--- src/hdl/u8n1_pkg.sv ---
// Package for the 8N1 serial transceiver: frame constants and the status
// structs passed from the transmit and receive engines to the top level.
// No dependencies.
package u8n1_pkg;

    localparam int unsigned DATA_BITS  = 8;
    localparam int unsigned SLOT_W     = 4;
    localparam int unsigned TIMER_W    = 16;

    // slot 0 is the start bit, slots 1..8 carry data, slot 9 is the stop bit
    localparam logic [SLOT_W-1:0] SLOT_START = 4'd0;
    localparam logic [SLOT_W-1:0] SLOT_FIRST = 4'd1;
    localparam logic [SLOT_W-1:0] SLOT_LAST  = 4'd8;
    localparam logic [SLOT_W-1:0] SLOT_STOP  = 4'd9;

    localparam logic [TIMER_W-1:0] BIT_PERIOD_RST = 16'd32;

    typedef logic [DATA_BITS-1:0] t_byte;
    typedef logic [SLOT_W-1:0]    t_slot;
    typedef logic [TIMER_W-1:0]   t_timer;

    typedef struct packed {
        logic level;
        logic busy;
    } t_tx_res;

    typedef struct packed {
        logic  valid;
        t_byte data;
    } t_rx_res;

endpackage

--- src/hdl/u8n1_tx.sv ---
// Transmit engine of the 8N1 transceiver: frame state and the line level for
// the current tick. Advances once per accepted tick. Depends on u8n1_pkg.
module u8n1_tx
    import u8n1_pkg::*;
(
    input  logic    i_clk,
    input  logic    i_rst_n,
    input  logic    i_step,
    input  t_timer  i_bit_period,
    input  logic    i_send_valid,
    input  t_byte   i_send_byte,
    output t_tx_res o_res
);

    logic   r_active, n_active;
    t_byte  r_shift, n_shift;
    t_slot  r_slot, n_slot;
    t_timer r_timer, n_timer;

    logic                 start;
    logic                 active_eff;
    t_byte                shift_eff;
    t_slot                slot_eff;
    t_timer               timer_eff;
    logic [TIMER_W:0]     pos;
    logic [SLOT_W-1:0]    slot_nxt;
    logic [SLOT_W-1:0]    data_sel;

    always_comb begin
        start      = !r_active && i_send_valid;
        active_eff = r_active || start;
        shift_eff  = start ? i_send_byte : r_shift;
        slot_eff   = start ? SLOT_START : r_slot;
        timer_eff  = start ? '0 : r_timer;
        pos        = {1'b0, timer_eff} + {{TIMER_W{1'b0}}, 1'b1};
        slot_nxt   = slot_eff + SLOT_FIRST;
        data_sel   = slot_eff - SLOT_FIRST;

        n_active = active_eff;
        n_shift  = shift_eff;
        n_slot   = slot_eff;
        n_timer  = timer_eff;
        o_res    = '{level: 1'b1, busy: 1'b0};

        if (active_eff) begin
            o_res.busy = 1'b1;
            if (slot_eff == SLOT_START) begin
                o_res.level = 1'b0;
            end else if (slot_eff inside {[SLOT_FIRST:SLOT_LAST]}) begin
                o_res.level = shift_eff[data_sel[2:0]];
            end else begin
                o_res.level = 1'b1;
            end
            // bit slot ends: move to the next one, drop back to idle after stop
            if (pos >= {1'b0, i_bit_period}) begin
                n_timer = '0;
                n_slot  = slot_nxt;
                if (slot_nxt > SLOT_STOP) begin
                    n_active = 1'b0;
                    n_slot   = SLOT_START;
                end
            end else begin
                n_timer = pos[TIMER_W-1:0];
            end
        end
    end

    always_ff @(posedge i_clk) begin
        if (!i_rst_n) begin
            r_active <= 1'b0;
            r_shift  <= '0;
            r_slot   <= '0;
            r_timer  <= '0;
        end else if (i_step) begin
            r_active <= n_active;
            r_shift  <= n_shift;
            r_slot   <= n_slot;
            r_timer  <= n_timer;
        end
    end

endmodule

--- src/hdl/u8n1_rx.sv ---
// Receive engine of the 8N1 transceiver: start detection, mid-bit sampling
// and the holding register for the last byte. Depends on u8n1_pkg.
module u8n1_rx
    import u8n1_pkg::*;
(
    input  logic    i_clk,
    input  logic    i_rst_n,
    input  logic    i_step,
    input  t_timer  i_bit_period,
    input  logic    i_rx_level,
    output t_rx_res o_res
);

    logic   r_active, n_active;
    t_byte  r_shift, n_shift;
    t_byte  r_hold, n_hold;
    t_slot  r_slot, n_slot;
    t_timer r_timer, n_timer;

    logic             start;
    logic             active_eff;
    t_slot            slot_eff;
    t_timer           timer_eff;
    t_timer           half;
    logic [TIMER_W:0] pos;

    always_comb begin
        start      = !r_active && !i_rx_level;
        active_eff = r_active || start;
        slot_eff   = start ? SLOT_START : r_slot;
        timer_eff  = start ? '0 : r_timer;
        half       = i_bit_period >> 1;
        pos        = {1'b0, timer_eff} + {{TIMER_W{1'b0}}, 1'b1};

        n_active = active_eff;
        n_shift  = r_shift;
        n_hold   = r_hold;
        n_slot   = slot_eff;
        n_timer  = timer_eff;
        o_res    = '{valid: 1'b0, data: r_hold};

        if (active_eff) begin
            // sample data bits at mid-slot, LSB arrives first
            if (slot_eff inside {[SLOT_FIRST:SLOT_LAST]} && timer_eff == half) begin
                n_shift = {i_rx_level, r_shift[DATA_BITS-1:1]};
            end
            if (pos >= {1'b0, i_bit_period}) begin
                n_timer = '0;
                if (slot_eff >= SLOT_STOP) begin
                    n_active    = 1'b0;
                    n_slot      = SLOT_START;
                    n_hold      = n_shift;
                    o_res.valid = 1'b1;
                    o_res.data  = n_shift;
                end else begin
                    n_slot = slot_eff + SLOT_FIRST;
                end
            end else begin
                n_timer = pos[TIMER_W-1:0];
            end
        end
    end

    always_ff @(posedge i_clk) begin
        if (!i_rst_n) begin
            r_active <= 1'b0;
            r_shift  <= '0;
            r_hold   <= '0;
            r_slot   <= '0;
            r_timer  <= '0;
        end else if (i_step) begin
            r_active <= n_active;
            r_shift  <= n_shift;
            r_hold   <= n_hold;
            r_slot   <= n_slot;
            r_timer  <= n_timer;
        end
    end

endmodule

--- src/hdl/uart_8n1_transceiver_top.sv ---
// 8N1 serial transceiver: one request is one line tick. The result register
// is loaded in the cycle after acceptance; throughput is one tick per cycle
// while the result register is not held full by back-pressure. The request is
// taken while the result register is empty or being drained. Synchronous
// active-low reset idles both engines, sets the bit period to 32 and clears
// the receive engine's held byte. Depends on u8n1_pkg, u8n1_tx and u8n1_rx.
module uart_8n1_transceiver_top
    import u8n1_pkg::*;
(
    input  logic        i_clk,
    input  logic        i_rst_n,

    input  logic        i_cfg_valid,
    output logic        o_cfg_ready,
    input  logic [15:0] i_cfg_data,

    input  logic        i_in_valid,
    output logic        o_in_ready,
    input  logic        i_rx_level,
    input  logic        i_send_valid,
    input  logic [7:0]  i_send_byte,

    output logic        o_out_valid,
    input  logic        i_out_ready,
    output logic        o_tx_level,
    output logic        o_tx_busy,
    output logic        o_rx_valid,
    output logic [7:0]  o_rx_byte
);

    t_timer  r_bit_period;
    logic    r_out_valid;
    logic    r_tx_level;
    logic    r_tx_busy;
    logic    r_rx_valid;
    t_byte   r_rx_byte;

    logic    step;
    t_tx_res tx_res;
    t_rx_res rx_res;

    assign o_cfg_ready = 1'b1;
    assign o_in_ready  = !r_out_valid || i_out_ready;
    assign step        = i_in_valid && o_in_ready;

    always_ff @(posedge i_clk) begin
        if (!i_rst_n) begin
            r_bit_period <= BIT_PERIOD_RST;
        end else if (i_cfg_valid) begin
            r_bit_period <= i_cfg_data;
        end
    end

    u8n1_tx u_tx (
        .i_clk        (i_clk),
        .i_rst_n      (i_rst_n),
        .i_step       (step),
        .i_bit_period (r_bit_period),
        .i_send_valid (i_send_valid),
        .i_send_byte  (i_send_byte),
        .o_res        (tx_res)
    );

    u8n1_rx u_rx (
        .i_clk        (i_clk),
        .i_rst_n      (i_rst_n),
        .i_step       (step),
        .i_bit_period (r_bit_period),
        .i_rx_level   (i_rx_level),
        .o_res        (rx_res)
    );

    // hold the result until taken; refill on every accepted tick
    always_ff @(posedge i_clk) begin
        if (!i_rst_n) begin
            r_out_valid <= 1'b0;
        end else if (step) begin
            r_out_valid <= 1'b1;
        end else if (i_out_ready) begin
            r_out_valid <= 1'b0;
        end
    end

    always_ff @(posedge i_clk) begin
        if (step) begin
            r_tx_level <= tx_res.level;
            r_tx_busy  <= tx_res.busy;
            r_rx_valid <= rx_res.valid;
            r_rx_byte  <= rx_res.data;
        end
    end

    assign o_out_valid = r_out_valid;
    assign o_tx_level  = r_tx_level;
    assign o_tx_busy   = r_tx_busy;
    assign o_rx_valid  = r_rx_valid;
    assign o_rx_byte   = r_rx_byte;

endmodule
--- config.mk ---
export PLATFORM = sky130hd
export DESIGN_NAME = uart_8n1_transceiver_top
export DESIGN_NICKNAME = d
export VERILOG_FILES = /design/src/hdl/u8n1_pkg.sv /design/src/hdl/u8n1_tx.sv /design/src/hdl/u8n1_rx.sv /design/src/hdl/uart_8n1_transceiver_top.sv
export SDC_FILE = /design/constraint.sdc
export NUM_CORES = 1
export LEC_CHECK = 0
export BUFFER_PORTS_ARGS = -buffer_cell sky130_fd_sc_hd__buf_2
export CELL_PAD_IN_SITES_DETAIL_PLACEMENT = 1
export CELL_PAD_IN_SITES_GLOBAL_PLACEMENT = 2
export CORE_AREA = 3 3 126 128
export CTS_CLUSTER_DIAMETER = 100
export DETAILED_ROUTE_END_ITERATION = 8
export DIE_AREA = 0 0 129 131
export PLACE_DENSITY_LB_ADDON = 0.3
export SLEW_MARGIN = 20
export SYNTH_ARGS = -nofsm -noshare
export SYNTH_HDL_FRONTEND = slang
export SYNTH_SLANG_ARGS = --single-unit
export TNS_END_PERCENT = 100
--- constraint.sdc ---
create_clock -name i_clk -period 12.16 [get_ports i_clk]
set_clock_uncertainty 0.1 [all_clocks]
set_input_delay 1.216 -clock i_clk [delete_from_list [all_inputs] [get_ports i_clk]]
set_output_delay 1.216 -clock i_clk [all_outputs]
set_load 0.01 [all_outputs]
# == Yosys cells after proc, flatten, opt, wreduce, memory -nomap -nowiden ==
# Index checks and enable logic that the tools add are counted.
# classes
addsub,5
magnitude_cmp,9
eq_ne,1
mux,32
reduce_logical,18
# op_table
cell,count
16-bit 2-to-1 mux,6
16-bit by 1-bit adder with 17-bit output (second input constant),2
17-bit by 16-bit >= comparator with 1-bit output,2
4-bit 2-to-1 mux,8
8-bit 2-to-1 mux,4
16-bit by 15-bit equality test with 1-bit output,1
1-bit 2-to-1 mux,12
9-bit 2-to-1 mux,1
4-bit by 1-bit adder with 4-bit output (second input constant),2
4-bit by 1-bit >= comparator with 1-bit output (second input constant),2
4-bit less-or-equal comparator (second input constant),2
1-bit logical AND,6
4-bit >= comparator (second input constant),1
4-bit > comparator (second input constant),1
1-bit logical NOT,4
4-bit logical NOT,1
3-bit by 4-bit less-than comparator with 1-bit output (second input constant),1
2-bit AND reduction,2
4-bit AND reduction,1
1-bit binary-select mux with 3-bit select,1
1-bit logical OR,3
3-bit by 1-bit subtractor with 3-bit output (second input constant),1
2-bit nonzero test,1
# word_totals
ff_bits,94
input_bits,31
elab_cells,80

# == Longest topological paths before layout ==
# depth
depth_word,10
mapped_depth,21

# == Modules after synthesis ==
# A second synthesis with hierarchy kept.
# hier_totals
cells_unflattened,730
area_unflattened_um2,6045.8
# by_module_without_submodules
module,instances,cells_per_inst,area_per_inst_um2
u8n1_rx,1,365,2808.9
u8n1_tx,1,296,2238.4
uart_8n1_transceiver_top,1,69,998.5

# == Worst setup path before layout ==
# No wires, ideal clock.
# synth_path
path_type,in2reg
startpoint,input port i_rx_level
endpoint,"register r_rx_byte[6], in the netlist o_rx_byte[6] (data pin)"
arrival_time_ns,4.357
required_ns,11.802
setup_slack_ns,7.444
stages,17
path_buffers,2
path_cell_list,or2_4 -> buf_4 -> and2_1 -> ha_1 -> nand3_1 -> nor4_1 -> nand3_1 -> xor2_1 -> nor2_1 -> ha_1 -> a21oi_1 -> nor2b_1 -> a311oi_1 -> o211ai_1 -> nand3_1 -> buf_2 -> o21ai_1
# synth_rtl
item,line_no,source
start: declaration,uart_8n1_transceiver_top.sv:19,"input logic i_rx_level,"
end signal: assignment,uart_8n1_transceiver_top.sv:89,r_rx_byte <= rx_res.data;
end: declaration,uart_8n1_transceiver_top.sv:36,t_byte r_rx_byte;

==> results_dict.tcl <==
set metrics [dict create \
    status "finished clean" \
    fmax_ghz 0.184 \
    portBuffers 43 \
    async_reset_ff_share_pct 0 \
    yosys_warnings 0 \
    grt_pass1_vias 5540 \
    path_class "input port to register" \
    crit_family "simple AND/OR/NAND/NOR gates" \
    worstPathRequired_ns 12.15 \
    p_leak_nw 2.61 \
    vias 5331 \
    reg2reg_to "o_rx_byte[1]" \
    wl_per_cell_um 19.1 \
    setup_viol 0 \
    cp.arrival_ns 5.41 \
    path_max_fanout 17 \
    multi_input_area_sq_mm 0.00364 \
    final-seq-area_sq_mm 0.00199 \
    powerDensity_mw_per_mm2 114 \
    drt_iter0_drc 257 \
    antenna_cells 0 \
    grt_overflow 0 \
    fillers 1808 \
    drtPass1Iterations 5 \
    maxCapViolCount 0 \
    wirelength_um 17700 \
    cts_tree "yes" \
    synth-compound-area-share_pct 17.5 \
    grt_antenna_before_repair 0 \
    areaGrowthSynthToFinish_pct 10.9 \
    slowest_delay_ns 0.63 \
    finalSetupTns_ns 0 \
    syn_area_sq_mm 0.00594 \
    crit_top_cell "nand3_1" \
    ctsLongestPathBuffers 2 \
    relSlewSlack_pct 26.6 \
    cp_num_buf_inv 1 \
    yosys_most_used_dff "dfxtp_1" \
    grt_usage_pct 21.8 \
    setup.worst_path.start_class "input port" \
    root_buffer "clkbuf_16" \
    dpl-instance-area_sq_mm 0.00624 \
    muxShareOfSynthArea_pct 6.85 \
    p_total_uw 754 \
    synth_fa_ha_area_share_pct 8.43 \
    rsz0062_at_grt "false" \
    ff2ff_setup_slack_ns 7.12 \
    clk_latency_ns 0.36 \
    place_congestion 0.896 \
    hp-class "register to register" \
    grt_start_max_net_pins 40 \
    holdWs_ns 0.356 \
    min_period_over_period_pct 44.6 \
    htree_levels 3 \
    hold_depth 2 \
    ios 45 \
    holdPathEnd "u_tx.r_shift[6]" \
    initial_core_util_pct 39.7 \
    clkTransAtPathRegs_ns 0.07 \
    layout-drive-gt1-share_pct 12.6 \
    ys_ff_latch 94 \
    r2r-start "u_rx.r_active" \
    die-area_sq_mm 0.0169 \
    drtAntennaViolNets 0 \
    coreArea_sq_mm 0.0150 \
    slowest_stage "nor4_1" \
    r2r_cells 16 \
    postCtsSetupBuffers 0 \
    avgSynthCellArea_sq_um 8.31 \
    cts_resized 0 \
    cp-end-kind "register" \
    grt_pass1_wl_um 29200 \
    final_cell_mix "95 x nand2_1, 83 x dfxtp_1, 64 x nor2_1" \
    cts_made_buffers 9 \
    final_common_cell "nand2_1" \
    slew_violations 0 \
    cts_hold_buf 0 \
    die_y_um 131 \
    hold_viol_final 0 \
    cp_cell_sequence "buf_2, or2_4, and2_1, ha_1, nand3_1, nor4_1, nand3_1, xor2_1, nor2_1, ha_1, nand3_1, nor4b_1, o41ai_1, o211ai_1, nand3_1, nand2_1, o21ai_0" \
    seq_area_frac_synth_pct 33.5 \
    hpwl_um 13300 \
    cts_sinks 94 \
    hp-start "u_tx.r_shift[6]" \
    synth_edf_count 11 \
    yosys.area_share.xor_xnor_pct 4.13 \
    max_slew.worst_pin.slew_ns 1.10 \
    die_x_um 129 \
    synth_nets 786 \
    syn_inst 715 \
    synth_cell_type_count 78 \
    synth_top_family_by_area "simple AND/OR/NAND/NOR gates" \
    routed_via_density 5.74 \
    yosys.area_share.simple_pct 24.3 \
    row_count 45 \
    drc_errors 0 \
    worst_ir_drop_vdd_uv 77.6 \
    fin_crit_ns 5.42 \
    finalNetCount 807 \
    stdcell_area_sq_mm 0.00659 \
]
[synthesized netlist by cell type, types with 15 or more instances]
master | n | area [sq um]
nor2_1 | 64 | 240
o21ai_0 | 35 | 175
a21oi_1 | 62 | 310
xor2_1 | 15 | 131
ha_1 | 40 | 500
mux2i_1 | 35 | 350
inv_1 | 30 | 113
nand2_1 | 95 | 357
clkbuf_1 | 19 | 71.3
nand3_1 | 47 | 235
dfxtp_1 | 83 | 1660
[stage by stage]
stage / util (%) / setup WS, ns / cells
CTS: 44.0 / 6.80 / 929
floorplan: - / 7.44 / 715
finish: 44.0 / 6.74 / 929
global route: 44.0 / 6.18 / 929
global placement: 41.6 / 6.69 / 913
detailed placement: 41.6 / 6.43 / 913
[power by group]
part	internal, mW	switching [mW]	leakage [nW]
registers	0.321	0.00882	0.784
logic	0.0265	0.0530	1.66
clock network	0.205	0.139	0.173
total	0.553	0.201	2.61
[sequential cells by signal, summed over array words and instances, names as in the netlist, 4 cells and up]
register and count:
u_tx.r_slot 4, u_rx.r_slot 4, u_tx.r_shift 8, u_rx.r_timer 16, u_rx.r_shift 8, u_rx.r_hold 8
u_tx.r_timer 16, r_bit_period 16, o_rx_byte 8
[per-layer routing]
metal	GRT usage (%)	up-vias	routed length [um]
met2	37.0	76	8610
met5	0	-	0
met4	7.10	0	341
li1	-	2596	-
met1	28.5	2633	8220
met3	3.50	26	543
[area by class of cell]
class,count,area share [%]
multi-input combinational,552,55.2
sequential,94,30.2
timing repair buffer,48,3.84
tap,188,3.57
clock buffer,9,3.42
clock inverter,7,1.94
inverter,31,1.77
[logic make-up (layout without fill, tap and decap cells)]
family	count (synthesis)	after routing
fa+ha+maj	40	40
xor+xnor	28	28
compound gates	162	162
flops	94	94
other cells	1	1
buf+inv	69	95
simple gates	282	282
mux	39	39
[tightest hold or removal path, delay by kind of cell, from the launching register on]
kind	cells	cell delay [ns]
AOI/OAI and AO/OA	1	0.05
DFF	1	0.31
and+or+nand+nor	1	0.05
[worst max-delay path by stage]
stage | from | to | slack, ns | depth (start not counted)
global route | i_rx_level | u_rx.r_hold[6] | 6.18 | 17
global placement | i_rx_level | o_rx_byte[1] | 6.69 | 17
floorplan | i_rx_level | o_rx_byte[6] | 7.44 | 17
CTS | i_rx_level | o_rx_byte[1] | 6.80 | 17
detailed placement | i_rx_level | o_rx_byte[1] | 6.43 | 17
finish | i_rx_level | o_rx_byte[1] | 6.74 | 17
No activity file was read; power rests on OpenSTA's default activity.
